### config.mk
export PLATFORM = sky130hd
export DESIGN_NAME = spi_low_side_switch_16ch_unit
export DESIGN_NICKNAME = d
export VERILOG_FILES = /design/src/rtl/sls16_pkg.sv /design/src/rtl/spi_low_side_switch_16ch_unit.sv /design/src/rtl/sls16_in_reg.sv /design/src/rtl/sls16_core.sv
export SDC_FILE = /design/constraint.sdc
export NUM_CORES = 1
export LEC_CHECK = 0
export BUFFER_PORTS_ARGS = -buffer_cell sky130_fd_sc_hd__buf_2
export CAP_MARGIN = 20
export CORE_MARGIN = 2
export CORE_UTILIZATION = 40
export CTS_BUF_LIST = sky130_fd_sc_hd__clkbuf_8
export DETAILED_ROUTE_END_ITERATION = 7
export HOLD_SLACK_MARGIN = 0.03
export PLACE_DENSITY_LB_ADDON = 0.12
export SLEW_MARGIN = 20
export SYNTH_ARGS = -nofsm -noshare
export SYNTH_HDL_FRONTEND = slang
export SYNTH_SLANG_ARGS = --single-unit
### constraint.sdc
create_clock -name clk -period 2.76 [get_ports clk]
set_input_delay 0.552 -clock clk [delete_from_list [all_inputs] [get_ports clk]]
set_output_delay 0.552 -clock clk [all_outputs]
set_load 0.03 [all_outputs]
### src/rtl/sls16_pkg.sv
// ----------------------------------------------------------------------------
// sls16_pkg
// Shared types, command codes and helpers for the 16-channel serial
// low-side switch.
// ----------------------------------------------------------------------------
package sls16_pkg;

  // Command nibble, frame bits [15:12]
  typedef enum logic [3:0] {
    CMD_DIAG     = 4'h0,
    CMD_OR       = 4'h3,
    CMD_SDIAG    = 4'hC,
    CMD_LOOPBACK = 4'hA,
    CMD_AND      = 4'hF
  } cmd_t;

  // Half select nibble, frame bits [11:8]
  localparam logic [3:0] HALF_LO = 4'h0;
  localparam logic [3:0] HALF_HI = 4'hF;

  localparam logic [1:0] LOAD_OK = 2'b11;

  // One word as held in the input register
  typedef struct packed {
    logic [15:0] spi_frame;
    logic [7:0]  parallel_in;
    logic [31:0] load_status;
  } word_t;

  // Bit k set when channel k of the half reports ok
  function automatic logic [7:0] short_diag(input logic [15:0] diag);
    logic [7:0] r;
    r = '0;
    for (int k = 0; k < 8; k++) begin
      r[k] = (diag[2*k +: 2] == LOAD_OK);
    end
    return r;
  endfunction

endpackage

### src/rtl/spi_low_side_switch_16ch_unit.sv
// ----------------------------------------------------------------------------
// spi_low_side_switch_16ch_unit
// Chip side of a 16-bit serial link to a 16-channel low-side switch.
// ----------------------------------------------------------------------------
// Path: an accepted word is held in the input register, and its result in the
// output register, where out_valid is raised (input reg, output reg).
// Throughput: one word per cycle; with the output stalled two words are held
// and in_ready drops until out_ready returns.
// The decode and state update is a single combinational pass in the core.
// Reset (rst_n low, synchronous): serial switch bits cleared, OR mode in both halves,
// pending reply zero, echo disarmed, both registers empty.
module spi_low_side_switch_16ch_unit (
  input  logic        clk,
  input  logic        rst_n,
  input  logic        in_valid,
  output logic        in_ready,
  input  logic [15:0] in_spi_frame,
  input  logic [7:0]  in_parallel_in,
  input  logic [31:0] in_load_status,
  output logic        out_valid,
  input  logic        out_ready,
  output logic [15:0] out_spi_reply,
  output logic [15:0] out_switch_on
);
  import sls16_pkg::*;

  logic        word_valid;
  word_t       word;
  logic        advance;
  logic [15:0] reply;
  logic [15:0] switch_on;

  logic        out_valid_r, out_valid_nxt;
  logic [15:0] spi_reply_r;
  logic [15:0] switch_on_r;

  assign advance = word_valid && (!out_valid_r || out_ready);

  sls16_in_reg u_in_reg (
    .clk            (clk),
    .rst_n          (rst_n),
    .in_valid       (in_valid),
    .in_ready       (in_ready),
    .in_spi_frame   (in_spi_frame),
    .in_parallel_in (in_parallel_in),
    .in_load_status (in_load_status),
    .advance        (advance),
    .word_valid     (word_valid),
    .word           (word)
  );

  sls16_core u_core (
    .clk       (clk),
    .rst_n     (rst_n),
    .advance   (advance),
    .word      (word),
    .reply     (reply),
    .switch_on (switch_on)
  );

  always_comb begin
    out_valid_nxt = out_valid_r;
    if (advance) begin
      out_valid_nxt = 1'b1;
    end else if (out_ready) begin
      out_valid_nxt = 1'b0;
    end
  end

  always_ff @(posedge clk) begin
    if (!rst_n) begin
      out_valid_r <= 1'b0;
    end else begin
      out_valid_r <= out_valid_nxt;
    end
  end

  always_ff @(posedge clk) begin
    if (advance) begin
      spi_reply_r <= reply;
      switch_on_r <= switch_on;
    end
  end

  assign out_valid     = out_valid_r;
  assign out_spi_reply = spi_reply_r;
  assign out_switch_on = switch_on_r;

endmodule

### src/rtl/sls16_in_reg.sv
// ----------------------------------------------------------------------------
// sls16_in_reg
// Input register: captures one word and holds it until the core takes it.
// ----------------------------------------------------------------------------
module sls16_in_reg (
  input  logic                clk,
  input  logic                rst_n,
  input  logic                in_valid,
  output logic                in_ready,
  input  logic [15:0]         in_spi_frame,
  input  logic [7:0]          in_parallel_in,
  input  logic [31:0]         in_load_status,
  input  logic                advance,
  output logic                word_valid,
  output sls16_pkg::word_t    word
);
  import sls16_pkg::*;

  logic  valid_r, valid_nxt;
  word_t word_r;

  // Refill in the same cycle the held word moves on
  assign in_ready = !valid_r || advance;

  always_comb begin
    valid_nxt = valid_r;
    if (in_valid && in_ready) begin
      valid_nxt = 1'b1;
    end else if (advance) begin
      valid_nxt = 1'b0;
    end
  end

  always_ff @(posedge clk) begin
    if (!rst_n) begin
      valid_r <= 1'b0;
    end else begin
      valid_r <= valid_nxt;
    end
  end

  always_ff @(posedge clk) begin
    if (in_valid && in_ready) begin
      word_r.spi_frame   <= in_spi_frame;
      word_r.parallel_in <= in_parallel_in;
      word_r.load_status <= in_load_status;
    end
  end

  assign word_valid = valid_r;
  assign word       = word_r;

endmodule

### src/rtl/sls16_core.sv
// ----------------------------------------------------------------------------
// sls16_core
// Frame decode, switch state and reply preparation. State updates when a
// word advances to the output register.
// ----------------------------------------------------------------------------
module sls16_core (
  input  logic             clk,
  input  logic             rst_n,
  input  logic             advance,
  input  sls16_pkg::word_t word,
  output logic [15:0]      reply,
  output logic [15:0]      switch_on
);
  import sls16_pkg::*;

  logic [15:0] serial_bits_r, serial_bits_nxt;
  logic [1:0]  and_mode_r, and_mode_nxt;
  logic [15:0] reply_next_r, reply_next_nxt;
  logic        echo_armed_r, echo_armed_nxt;

  logic [3:0]  sel;
  logic        sel_ok;
  logic        half;
  logic [7:0]  data;
  logic [15:0] half_diag;

  assign sel       = word.spi_frame[11:8];
  assign sel_ok    = (sel == HALF_LO) || (sel == HALF_HI);
  assign half      = (sel == HALF_HI);
  assign data      = word.spi_frame[7:0];
  assign half_diag = half ? word.load_status[31:16] : word.load_status[15:0];

  always_comb begin
    serial_bits_nxt = serial_bits_r;
    and_mode_nxt    = and_mode_r;
    reply_next_nxt  = reply_next_r;
    echo_armed_nxt  = echo_armed_r;
    reply           = reply_next_r;
    if (echo_armed_r) begin
      // Echo pass: frame returns as its own reply, no decode
      reply          = word.spi_frame;
      echo_armed_nxt = 1'b0;
      reply_next_nxt = '0;
    end else if (sel_ok) begin
      unique case (cmd_t'(word.spi_frame[15:12]))
        CMD_DIAG: begin
          reply_next_nxt = half_diag;
        end
        CMD_OR, CMD_AND: begin
          if (half) begin
            serial_bits_nxt[15:8] = data;
          end else begin
            serial_bits_nxt[7:0] = data;
          end
          and_mode_nxt[half] = (word.spi_frame[15:12] == CMD_AND);
          reply_next_nxt     = half_diag;
        end
        CMD_SDIAG: begin
          reply_next_nxt = {word.parallel_in, short_diag(half_diag)};
        end
        CMD_LOOPBACK: begin
          echo_armed_nxt = 1'b1;
          reply_next_nxt = '0;
        end
        default: begin
          // unknown command: drop
        end
      endcase
    end
  end

  // Drive from updated state and this word's pins
  always_comb begin
    for (int h = 0; h < 2; h++) begin
      if (and_mode_nxt[h]) begin
        switch_on[8*h +: 4] = serial_bits_nxt[8*h +: 4] & word.parallel_in[4*h +: 4];
      end else begin
        switch_on[8*h +: 4] = serial_bits_nxt[8*h +: 4] | word.parallel_in[4*h +: 4];
      end
      switch_on[8*h+4 +: 4] = serial_bits_nxt[8*h+4 +: 4];
    end
  end

  always_ff @(posedge clk) begin
    if (!rst_n) begin
      serial_bits_r <= '0;
      and_mode_r    <= '0;
      reply_next_r  <= '0;
      echo_armed_r  <= 1'b0;
    end else if (advance) begin
      serial_bits_r <= serial_bits_nxt;
      and_mode_r    <= and_mode_nxt;
      reply_next_r  <= reply_next_nxt;
      echo_armed_r  <= echo_armed_nxt;
    end
  end

  a_echo_clears: assert property (@(posedge clk) disable iff (!rst_n)
    advance && echo_armed_r |=> !echo_armed_r && (reply_next_r == '0))
    else $error("echo pass did not clear echo state");

  a_idle_holds: assert property (@(posedge clk) disable iff (!rst_n)
    !advance |=> $stable(serial_bits_r) && $stable(and_mode_r)
                 && $stable(reply_next_r) && $stable(echo_armed_r))
    else $error("state changed without a word");

  a_bad_half_ignored: assert property (@(posedge clk) disable iff (!rst_n)
    advance && !echo_armed_r && !sel_ok |=> $stable(serial_bits_r)
      && $stable(and_mode_r) && $stable(reply_next_r) && !echo_armed_r)
    else $error("bad half select changed state");

  a_and_mode_mask: assert property (@(posedge clk) disable iff (!rst_n)
    advance && !and_mode_nxt[0] |->
      ((switch_on[3:0] & serial_bits_nxt[3:0]) == serial_bits_nxt[3:0]))
    else $error("OR mode channel off while serial bit set");

endmodule
==> Yosys cells after proc, flatten, opt, wreduce, memory -nomap -nowiden <==
Cells that the tools add are included.
{ "totals": {"regBits": 125, "output_inout_bits": 34} }
{ "op_classes": {"n_lt_le_gt_ge": 2, "eq_ne": 13, "mux": 25, "bitwise": 4, "n_reduce_logical": 17} }
{ "op_table": {"columns": ["cell", "count"], "rows": [
  ["$mux W16", 7],
  ["$pmux W16 S3", 1],
  ["$eq A2 B2 Y1 const B", 8],
  ["$eq A4 B4 Y1 const B", 4],
  ["$mux W8", 2],
  ["$and A4 B4 Y4", 2],
  ["$logic_not A4 Y1", 2],
  ["$mux W1", 8],
  ["$mux W4", 2],
  ["$or A4 B4 Y4", 2],
  ["$mux W2", 3],
  ["$reduce_bool A2 Y1", 3],
  ["$eq A4 B2 Y1 const B", 1],
  ["$reduce_bool A4 Y1", 1],
  ["$logic_and A1 B1 Y1", 3],
  ["$logic_or A1 B1 Y1", 3],
  ["$reduce_and A3 Y1", 1],
  ["$reduce_or A3 Y1", 1],
  ["$bwmux W2", 1],
  ["$logic_not A1 Y1", 2],
  ["$lt A1 B2 Y1 const B", 1],
  ["$reduce_or A2 Y1", 1],
  ["$demux W1 S1", 1],
  ["$ge A1 B1 Y1 const B", 1]
]} }

==> Longest topological paths before layout <==
Gate-level depths: netlist of run 1.
{ "logic_depth": {"depth_word": 10, "mapped_depth": 7, "depth_no_buf": 4} }

==> Hierarchy <==
Synthesis of run 1 repeated with hierarchy kept, for this count alone.
{ "unflattened": {"cells_unflattened": 371, "area_unflattened_um2": 5260.0} }
{ "modules_own_cells": {"columns": ["module", "instances", "cells_per_inst", "area_each_um2", "seq_area_each_um2"], "rows": [
  ["sls16_core", 1, 274, 2512.4, 700.7],
  ["sls16_in_reg", 1, 61, 1739.2, 1701.6],
  ["spi_low_side_switch_16ch_unit", 1, 36, 1008.5, 980.9]
]} }

==> Least setup slack after synthesis of run 1 <==
No wires, ideal clock.
{ "synth_path": {"path_type": "in2reg", "startpoint": "input port out_ready", "endpoint": "register u_in_reg.word_r, in the netlist u_in_reg.word[0] (enable)", "setup_ns": 0.419, "arrival_time_ns": 2.239, "t_required_ns": 2.341, "setup_slack_ns": 0.102, "stages": 3, "cell_sequence": "nor2b_1 > nand2_1 > and2_1"} }
{ "synth_between": {"elab_chain_cells": 4} }
{ "synth_rtl": {"columns": ["item", "line", "source"], "rows": [
  ["start: declaration", "spi_low_side_switch_16ch_unit.sv:21", "input logic out_ready,"],
  ["$logic_or A1 B1 Y1", "spi_low_side_switch_16ch_unit.sv:37", "assign advance = word_valid && (!out_valid_r || out_ready);"],
  ["$logic_and A1 B1 Y1", "spi_low_side_switch_16ch_unit.sv:37", null],
  ["$logic_or A1 B1 Y1", "sls16_in_reg.sv:23", "assign in_ready = !valid_r || advance;"],
  ["net in_ready", "spi_low_side_switch_16ch_unit.sv:16", "output logic in_ready,"],
  ["$logic_and A1 B1 Y1", "sls16_in_reg.sv:43", "if (in_valid && in_ready) begin"],
  ["end: declaration", "sls16_in_reg.sv:20", "word_t word_r;"]
]} }
The timed path passes the listed nets, and every way through them passes these cells.
A chain may end at the register's enable or synchronous reset.

==> Final worst setup path of run 1 <==
{ "layout_path": {"startpoint": "register u_in_reg.word_r, in the netlist u_in_reg.word[48]", "endpoint": "register switch_on_r[13], in the netlist out_switch_on[13], data pin"} }
{ "layout_between": {"elab_chain_cells": 5} }
{ "layout_rtl": {"columns": ["item", "line", "source"], "rows": [
  ["$eq A4 B4 Y1", "sls16_core.sv:28, sls16_core.sv:29", null],
  ["$mux W8", "sls16_core.sv:50", "if (half) begin"],
  ["$mux W16", "sls16_core.sv:45", "unique case (cmd_t'(word.spi_frame[15:12]))"],
  ["$mux W16 *", "sls16_core.sv:44", "end else if (sel_ok) begin"],
  ["$mux W16 *", "sls16_core.sv:39", "if (echo_armed_r) begin"],
  ["net switch_on[13]", "spi_low_side_switch_16ch_unit.sv:31", "logic [15:0] switch_on;"],
  ["end signal: assignment", "spi_low_side_switch_16ch_unit.sv:81", "switch_on_r <= switch_on;"],
  ["end: declaration", "spi_low_side_switch_16ch_unit.sv:35", "logic [15:0] switch_on_r;"]
]} }
The timed path passes the listed nets; every way through them passes the cells marked *.

==> key figures, run 1 <==
STA
  – Rel. slew slack: 59.9%
  – Final slew viol count: 0
  – Fin crit period: 2.09 ns
  – Skew final: 0.00758 ns
  – RSZ-0062 raised after global routing: false
  – Endpoints failing setup: 0
  – FMAX: 479 MHz
  – Final hold vios: 0
  – Tcrit/Tclk final: 75.7%
  – Actual transition at the worst max-transition pin: 0.602 ns
  – Post-route setup TNS: 0 ns
  – Fin worst setup slack: 0.672 ns

Yosys
  – Syn Std Cell Area: 5190 sq um
  – Flops & latches, synth: 125
  – Commonest cells in the synthesized netlist: edfxtp_1 (88), nand2_1 (40), dfxtp_1 (37), o21ai_0 (33), mux2_2 (27)
  – Distinct cell type count after synthesis: 45
  – Compound-Gate Fraction of Synth Area: 11.9%
  – Post-synth net total: 444
  – Post-Syn Instances: 384
  – Post-synthesis xor/xnor area fraction: 0.651%
  – Async SR Flop Fraction: 0%
  – YS warnings: 0
  – Largest area contributor in the netlist: edfxtp_1
  – EDFF count, synth: 88
  – Cells taking the most area after synthesis: edfxtp_1 (51%), dfxtp_1 (14%), mux2_2 (5.9%)
  – Top FF cell, synth: edfxtp_1
  – Main combinational cell family by area after synthesis: compound AO/OA/AOI/OAI gates
  – Avg Cell Area, Syn: 13.5 sq um
  – Post-Synth Simple-Gate Area: 8.70%
  – Mux cell area share after synthesis: 9.62%
  – Yosys top cell area share: 50.9%
  – Most instantiated library cell after synthesis: edfxtp_1
  – Adder-Cell Fraction of Synth Area: 1.54%
  – Register area share after synthesis: 65.2%

Critical path
  – Critical Path Source: u_in_reg.word[48]$_DFFE_PP_
  – Crit Reg-Reg Startpoint: u_in_reg.word[48]$_DFFE_PP_
  – R2R Setup Slk: 0.67 ns
  – Setup crit start kind: register
  – Crit Path Class: register to register
  – Crit end category: register
  – WP data arrival: 2.28 ns
  – Required time of the critical path: 2.95 ns
  – Worst Path Max Fanout: 12

Power
  – Design Power: 4050 uW
  – Pwr/cell area: 646 nW/um^2
  – Leakage Power: 0.00245 uW
  – Max IR drop VDD: 0.415 mV

Die
  – DIE AREA: 13900 sq um
  – Num ports: 94
  – Initial Util: 41.0%
  – Std cell rows: 41
  – Die width: 118 um
  – Placeable Area: 12700 sq um
  – Die Y: 118 um

Clock network
  – CTS tree: yes
  – Resized cells post-CTS: 0
  – Root Driver: clkbuf_8
  – Postcts setup bufs: 0
  – Post-CTS Hold Buffers: 0
  – H-tree depth: 4
  – Worst skew pair latency: 0.44 ns
  – Clk slew on worst S/H paths: 0.07 ns
  – CTS Buffer Depth: 2
  – Clock sink total: 125
  – Num CTS Buffers: 17

Global routing
  – Global Route Usage Sum: 17.2%
  – Largest net degree at the start of global routing: 57
  – Global route total overflow: 0
  – First-pass GRT wire length: 18100 um
  – Initial antenna violation count: 0
  – Vias in the first global route: 3365

Place
  – Area post-placement: 5860 sq um
  – Pre-CTS WS: 0.698 ns
  – Post-DP HPWL: 7870 um
  – Placed Instances: 638
  – Placer Congestion: 0.762
  – PortBufs: 93

Drt
  – Routed vias/inst: 5.03
  – Initial DRC count: 137
  – WL per Instance: 16.9 um
  – Vias: 3369
  – Residual DRC: 0
  – Antenna-violating nets left: 0
  – Final wirelength: 11300 um
  – Drt first pass iters: 4

Final layout
  – Ant diodes: 0
  – # nets final: 545
  – Fin area: 6270 sq um
  – Final non-filler cell total: 670
  – P&R area growth vs syn: 20.8%
  – Share of post-route cells with drive strength above 1: 33.5%
  – Number of fill cells: 1169

Min path
  – Hold_sp: in_load_status[23]
  – Hold WC Path Type: input pin to register

Job
  – Max-cap viol count: 0

Run status
  – Outcome: finished clean
path summary, 6_finish.rpt:
kind,endpoint,depth (start not counted)
max,out_switch_on[13]$_DFFE_PP_,3
min,u_in_reg.word[23]$_DFFE_PP_,1
max reg2reg,out_switch_on[13]$_DFFE_PP_,3
min reg2reg,u_core.serial_bits_r[7]$_SDFFE_PN0P_,2
layer usage:
layer  vias to the layer above  GRT usage, %  wire [um]
li1                       1665             -          -
met5                         -             0          0
met3                        19          5.33        650
met2                       105          26.8       5270
met4                         0          6.48        263
met1                      1580          22.5       5130
final cells by class:
cell class                      instances  area (sq um)  area share (%)
Inverter                                2          7.51           0.120
Sequential cell                       125          3380            53.9
Timing Repair Buffer                  104           573            9.13
Multi-Input combinational cell        235          1680            26.8
Clock inverter                         15           179            2.85
Clock buffer                           17           234            3.73
Tap cell                              172           215            3.43
logic make-up (layout without fill, tap and decap cells):
| logic type | after synthesis | count (layout) |
|---|---|---|
| AO/OA/AOI/OAI | 93 | 93 |
| XOR/XNOR | 3 | 3 |
| adder cells (fa/ha/maj) | 8 | 8 |
| buffers and inverters | 24 | 138 |
| flip-flops | 125 | 125 |
| multiplexers | 46 | 46 |
| AND/OR/NAND/NOR | 85 | 85 |
metrics by stage:
stage                     utilization [%]  hold slack [ns]
after floorplan                         -            0.438
after CTS                            49.5            0.257
after detailed placement             46.3            0.465
final                                49.5            0.282
after global placement               46.3            0.461
after global routing                 49.5            0.247
state kept, by name (all words and copies together) (netlist names), named ones only:
register and cells:
out_spi_reply 16, out_switch_on 16, out_valid 1, u_core.echo_armed_r 1, u_core.reply_next_r 16, u_core.serial_bits_r 16, u_in_reg.word 56, u_in_reg.word_valid 1
placed cells by master, fill, tap and decap left out, types with 4 or more instances in the layout:
cell / count
buf_2: 93
maj3_1: 8
buf_4: 9
mux2_2: 27
bufinv_16: 4
clkbuf_8: 17
mux2i_1: 15
clkinv_2: 5
o21ai_1: 5
nand2_1: 40
a21boi_1: 18
o22ai_1: 7
nor2_1: 5
mux2_1: 4
nand3_1: 16
o21ai_0: 33
edfxtp_1: 88
a22o_1: 15
o21a_1: 6
dfxtp_1: 37
a21oi_1: 6
worst max-delay path, stage by stage (launching register included):
cell and delay, ns:
edfxtp_1 0.43, and4_1 0.51, and3_1 0.50, mux2_2 0.39
where the power goes:
part | switching (uW) | internal (uW) | total (uW)
combinational | 147 | 102 | 250
clock | 706 | 963 | 1670
sequential | 52.8 | 2080 | 2140
Note: power is estimated with default switching activity, not from simulation.
==> run 2, diff against run 1 <==
==> constraint.sdc (replaced) <==
create_clock -name clk -period 1.7 [get_ports clk]
set_input_delay 0.34 -clock clk [delete_from_list [all_inputs] [get_ports clk]]
set_output_delay 0.34 -clock clk [all_outputs]
set_load 0.03 [all_outputs]
==> run 2 against run 1 <==
Compared with the run above:
- the run now ends with negative setup slack left
- clock-buffer cell count rose by 2
- global-route usage is 0.18 points higher
- sequential power increased by 62%
- critical path type unchanged
- critical endpoint is now u_core.reply_next_r[8]$_SDFFE_PN0P_
- largest cell class unchanged
==> key figures, run 2 (synthesis results as in run 1) <==
Power
  – Max IR drop VDD: 0.812 mV (+96%)
  – Leakage Power: 0.00275 uW (+12%)
  – Pwr/cell area: 962 nW/um^2 (+49%)

Clock network
  – Num CTS Buffers: 17 (unchanged)
  – Clk slew on worst S/H paths: 0.08 ns (about the same)
  – Clock sink total: 125 (unchanged)
  – Worst skew pair latency: 0.45 ns (about the same)
  – H-tree depth: 4 (unchanged)
  – CTS tree: yes
  – CTS Buffer Depth: 2 (unchanged)
  – Root Driver: clkbuf_8

STA
  – Fin worst setup slack: -0.0260 ns (-0.698 ns)
  – Final hold vios: 0 (unchanged)
  – FMAX: 579 MHz (+21%)
  – Endpoints failing setup: 13 (+13)
  – Final slew viol count: 0 (unchanged)
  – Tcrit/Tclk final: 102% (+26 points)
  – Actual transition at the worst max-transition pin: 0.437 ns (-0.164 ns)
  – Fin crit period: 1.73 ns (-0.362 ns)
  – RSZ-0062 raised after global routing: true
  – Rel. slew slack: 70.9% (+11 points)
  – Skew final: 0.0140 ns (+0.00644 ns)

Global routing
  – Global route total overflow: 0 (unchanged)
  – Global Route Usage Sum: 17.4% (+0.18 points)
  – First-pass GRT wire length: 18200 um (+0.88%)
  – Initial antenna violation count: 0 (unchanged)
  – Vias in the first global route: 3494 (+3.8%)
  – Largest net degree at the start of global routing: 57 (unchanged)

Critical path
  – Max stage delay on crit path: 0.50 ns (about the same)
  – WP data arrival: 2.07 ns (-0.21 ns)
  – Required time of the critical path: 2.05 ns (-0.90 ns)
  – CP max stage cell: edfxtp_1
  – Crit end category: register
  – R2R cell count: 6 (+3)
  – Worst path cell trace: buf_6 -> xnor2_2 -> a211oi_2 -> buf_4 -> o31a_4 -> a22o_1
  – Worst Path Max Fanout: 8 (-4)
  – Cell family with most CP delay: compound AO/OA/AOI/OAI gates
  – Crit path buffers/inverters: 2 (+2)
  – Crit Path Class: register to register
  – Stages on the worst setup path: 6 (+3)
  – Setup crit start kind: register

Final layout
  – Commonest non-fill, non-tap cell in the layout: buf_2
  – Ant diodes: 0 (unchanged)
  – Max reg flops: 56 (unchanged)
  – P&R area growth vs syn: 31.9%
  – Fin area: 6850 sq um (+9.2%)
  – Share of post-route cells with drive strength above 1: 43.9% (+10 points)
  – # nets final: 594 (+9.0%)
  – Most frequent cells in the layout: buf_2 (95), edfxtp_1 (88), nand2_1 (39), dfxtp_1 (36), buf_4 (36)

Die
  – Initial Util: 41.0% (unchanged)
  – Die Y: 118 um (unchanged)
  – Die width: 118 um (unchanged)
  – Std cell rows: 41 (unchanged)
  – Num ports: 94 (unchanged)
  – Placeable Area: 12700 sq um (unchanged)
  – DIE AREA: 13900 sq um (unchanged)

Drt
  – Antenna-violating nets left: 0 (unchanged)
  – Final wirelength: 12300 um (+8.7%)
  – WL per Instance: 17.1 um (+1.3%)
  – Initial DRC count: 180 (+31%)
  – Vias: 3600 (+6.9%)
  – Residual DRC: 0 (unchanged)
  – Routed vias/inst: 5.01 (-0.43%)
  – Drt first pass iters: 4 (unchanged)

Run status
  – Failing checks: negative setup slack
  – Outcome: finished, violations left

Place
  – Placer Congestion: 0.778 (+2.1%)
  – Area post-placement: 6080 sq um (+3.7%)
  – Pre-CTS WS: -0.0297 ns (-0.728 ns)
  – Post-DP HPWL: 8250 um (+4.8%)
  – PortBufs: 93 (unchanged)

Min path
  – Hold depth: 1 (unchanged)
  – Hold WC Path Type: input pin to register

Job
  – Max-cap viol count: 0 (unchanged)
==> run 2: changes by cell type in the layout (fill, tap and decap cells not counted), moves of 7 or more <==
cell	change
o21ai_0	-21
buf_6	+9
o21ai_2	+13
buf_4	+27
dlygate4sd3_1	+7
o21ai_1	+8
==> run 2: routing by layer <==
layer  track usage (%)  vias to the layer above  wire length, um  part of all wire, %
met4              5.87                        0              134                  1.1
met1              20.9                     1733             5270                   43
met5                 0                        -                0                    0
li1                  -                     1769                -                    -
met3              6.06                       12              627                  5.1
met2              29.1                       86             6260                   51
==> run 2: worst paths after layout <==
kind                                       startpoint                                  end  slack (ns)
setup / recovery          u_in_reg.word[53]$_DFFE_PP_  u_core.reply_next_r[8]$_SDFFE_PN0P_       -0.03
hold / removal                        in_spi_frame[5]          u_in_reg.word[45]$_DFFE_PP_        0.06
setup reg to reg          u_in_reg.word[53]$_DFFE_PP_  u_core.reply_next_r[8]$_SDFFE_PN0P_       -0.03
hold reg to reg   u_core.reply_next_r[0]$_SDFFE_PN0P_  u_core.reply_next_r[0]$_SDFFE_PN0P_        0.47
==> run 2: cell type report <==
cell class | count | area (sq um)
clock inverter | 13 | 136
timing repair buffer | 151 | 1000
tap | 172 | 215
multi-input combinational | 237 | 1840
sequential | 125 | 3380
inverter | 2 | 11.3
fill | 1129 | 5820
clock buffer | 19 | 262
==> run 2: timing repair <==
action / in CTS / in global routing
cloned: 1 / 4
pin swaps: 4 / 32
resized for setup: 4 / 59
endpoints found under the hold margin: 2 / 5
buffers inserted: 3 / 9
endpoints found under the setup margin: 21 / 101
hold buffers: 2 / 5
==> run 2: where the power goes <==
| group | switching (uW) | internal [uW] | total, uW | leakage (uW) |
|---|---|---|---|---|
| registers | 79.7 | 3380 | 3460 | 0.00117 |
| clock network | 1200 | 1390 | 2590 | 0.000209 |
| logic | 291 | 250 | 541 | 0.00137 |
| total | 1570 | 5020 | 6590 | 0.00275 |
==> run 2: stage by stage <==
| stage | hold WS, ns | total power (uW) | cells | util, % | setup TNS, ns |
|---|---|---|---|---|---|
| finish | 0.0618 | 6590 | 719 | 54.0 | -0.130 |
| global route | 0.0304 | 6850 | 719 | 54.0 | -2.15 |
| detailed placement | 0.457 | 3980 | 664 | 48.0 | -0.172 |
| CTS | 0.0319 | 6570 | 702 | 51.8 | -0.00436 |
| global placement | 0.456 | 3970 | 664 | 48.0 | -0.00164 |
| floorplan | 0.438 | 3760 | 384 | - | -0.347 |
==> run 3, diff against run 2 <==
--- a/config.mk
+++ b/config.mk
@@ -8,7 +8,7 @@
 export BUFFER_PORTS_ARGS = -buffer_cell sky130_fd_sc_hd__buf_2
 export CAP_MARGIN = 20
 export CORE_MARGIN = 2
-export CORE_UTILIZATION = 40
+export CORE_UTILIZATION = 52
 export CTS_BUF_LIST = sky130_fd_sc_hd__clkbuf_8
 export DETAILED_ROUTE_END_ITERATION = 7
 export HOLD_SLACK_MARGIN = 0.03
==> run 3 against run 2 <==
Compared with the run above:
- the flow still finishes with violations (negative setup slack)
- power increased by 6.9%
- highest routed layer unchanged
- sequential power hardly changed
- clock power is 19% higher
- final cell count down 7.4%
- flip-flop and latch count is the same
- via count unchanged
- utilization grew 15 points
- die area fell by 22%
- maximum frequency decreased by 3.7%
==> key figures, run 3 (synthesis results as in run 1) <==
Job
  – Max-cap viol count: 0 (unchanged)

Clock network
  – Root Driver: clkbuf_8
  – Worst skew pair latency: 0.42 ns (-0.03 ns)
  – Num CTS Buffers: 17 (unchanged)
  – Clk slew on worst S/H paths: 0.08 ns (about the same)
  – Clock sink total: 125 (unchanged)
  – CTS Buffer Depth: 2 (unchanged)
  – H-tree depth: 4 (unchanged)
  – CTS tree: yes

Power
  – Design Power: 7040 uW (+6.9%)
  – Max IR drop VDD: 0.757 mV (-6.8%)
  – Leakage Power: 0.00269 uW (-2.2%)
  – Pwr/cell area: 1040 nW/um^2 (+8.5%)

STA
  – Post-route setup TNS: -1.08 ns (-0.948 ns)
  – Fin worst setup slack: -0.0918 ns (-0.0657 ns)
  – Fin crit period: 1.79 ns (+0.0657 ns)
  – FMAX: 558 MHz (-3.7%)
  – Tcrit/Tclk final: 105% (+3.9 points)
  – Endpoints failing setup: 29 (+16)
  – Final slew viol count: 0 (unchanged)
  – Rel. slew slack: 50.2% (-21 points)
  – Actual transition at the worst max-transition pin: 0.747 ns (+0.310 ns)
  – Final hold vios: 0 (unchanged)
  – Skew final: 0.00914 ns (-0.00488 ns)
  – RSZ-0062 raised after global routing: true

Die
  – Initial Util: 53.4% (+12 points)
  – Die width: 104 um (-12%)
  – Num ports: 94 (unchanged)
  – Placeable Area: 9730 sq um (-23%)
  – DIE AREA: 10800 sq um (-22%)
  – Std cell rows: 36 (-12%)
  – Die Y: 104 um (-12%)

Drt
  – Initial DRC count: 192 (+6.7%)
  – Antenna-violating nets left: 0 (unchanged)
  – Drt first pass iters: 4 (unchanged)
  – Final wirelength: 11500 um (-6.1%)
  – Residual DRC: 0 (unchanged)
  – WL per Instance: 17.3 um (+1.3%)
  – Vias: 3600 (unchanged)
  – Routed vias/inst: 5.41 (+8.0%)

Critical path
  – Required time of the critical path: 1.87 ns (-0.18 ns)
  – Crit Reg-Reg Startpoint: u_in_reg.word[49]$_DFFE_PP_
  – R2R Setup Slk: -0.09 ns (-0.07 ns)
  – Crit Path Class: register to register
  – Worst Path Max Fanout: 6 (-2)
  – R2R cell count: 4 (-2)
  – Crit end category: register
  – Setup crit start kind: register
  – WP data arrival: 1.96 ns (-0.11 ns)
  – R2r endpoint: out_switch_on[7]$_DFFE_PP_

Final layout
  – Number of fill cells: 711 (-37%)
  – Fin util: 69.3% (+15 points)
  – # nets final: 580 (-2.4%)
  – Max reg flops: 56 (unchanged)
  – Share of post-route cells with drive strength above 1: 43.9% (about the same)
  – Commonest non-fill, non-tap cell in the layout: buf_2
  – Most frequent cells in the layout: buf_2 (93), edfxtp_1 (88), nand2_1 (37), dfxtp_1 (36), buf_4 (33)
  – P&R area growth vs syn: 29.9%
  – Ant diodes: 0 (unchanged)

Run status
  – Failing checks: negative setup slack
  – Outcome: finished, violations left

Min path
  – Hold_sp: in_load_status[11]
  – Hold depth: 1 (unchanged)
  – Hold WC Path Type: input pin to register
  – Hold path endpoint: u_in_reg.word[11]$_DFFE_PP_

Place
  – Post-DP HPWL: 7590 um (-7.9%)
  – Placer Congestion: 0.839 (+7.8%)
  – PortBufs: 93 (unchanged)

Global routing
  – Vias in the first global route: 3495 (+0.029%)
  – Largest net degree at the start of global routing: 57 (unchanged)
  – Initial antenna violation count: 0 (unchanged)
  – First-pass GRT wire length: 18100 um (-0.87%)
  – Global route total overflow: 0 (unchanged)
  – Global Route Usage Sum: 21.8% (+4.4 points)
==> run 3: cell count changes in the layout (fill, tap and decap cells not counted), sizes merged, moves of 2 or more <==
cell	before	now
buf	144	138
dlygate4sd3	7	0
inv	8	3
clkbuf	19	17
bufinv	2	6
clkinvlp	2	4
==> run 3: per-layer routing <==
metal | vias to the layer above | share of wire, % | GRT usage, %
li1 | 1728 | - | -
met1 | 1739 | 42 | 27.3
met4 | 0 | 1.4 | 6.56
met2 | 114 | 52 | 37.4
met3 | 19 | 4.3 | 5.45
met5 | - | 0 | 0
==> run 3: worst max path at each step <==
stage,from,end,cells after the start
after floorplan,u_in_reg.word[51]$_DFFE_PP_,out_switch_on[4]$_DFFE_PP_,5
after global placement,u_in_reg.word[52]$_DFFE_PP_,u_core.reply_next_r[0]$_SDFFE_PN0P_,4
after detailed placement,u_in_reg.word[52]$_DFFE_PP_,u_core.reply_next_r[0]$_SDFFE_PN0P_,4
after CTS,u_in_reg.word[49]$_DFFE_PP_,out_switch_on[5]$_DFFE_PP_,4
after global routing,u_in_reg.word[49]$_DFFE_PP_,out_switch_on[7]$_DFFE_PP_,4
final,u_in_reg.word[49]$_DFFE_PP_,out_switch_on[7]$_DFFE_PP_,4
==> run 3: where the power goes <==
part / switching [uW] / internal [uW]
Sequential: 80.2 / 3380
Clock: 1190 / 1890
Combinational: 271 / 224
Total: 1540 / 5500
==> run 3: critical path: stages, from the launching register on <==
cell      delay [ns]
edfxtp_1        0.46
nor4_2          0.35
buf_4           0.17
and3_4          0.25
mux2_4          0.31
==> run 3: final cells by class <==
| type | instances | area [sq um] | share of cell area, % |
|---|---|---|---|
| Multi-Input combinational cell | 236 | 1820 | 26.9 |
| Clock inverter | 15 | 241 | 3.58 |
| Tap cell | 133 | 166 | 2.47 |
| Clock buffer | 17 | 234 | 3.47 |
| Sequential cell | 125 | 3380 | 50.2 |
| Inverter | 2 | 11.3 | 0.167 |
| Timing Repair Buffer | 138 | 891 | 13.2 |
==> run 3: stage by stage <==
step | hold WS, ns | area [sq um] | std cells | setup slack, ns
floorplan | 0.438 | 5230 | 384 | -0.134
finish | 0.0856 | 6740 | 666 | -0.0918
global route | 0.0555 | 6740 | 666 | -0.159
detailed placement | 0.463 | 5980 | 619 | -0.291
CTS | 0.0577 | 6630 | 663 | -0.0729
global placement | 0.447 | 5980 | 619 | -0.215
==> run 3: timing repair <==
item                       CTS  global route
hold buffers                 0             0
gates resized for setup     12            43
cloned                       2             1
pin swaps                   18            12
buffers inserted            10             2
setup endpoints to repair   31            51
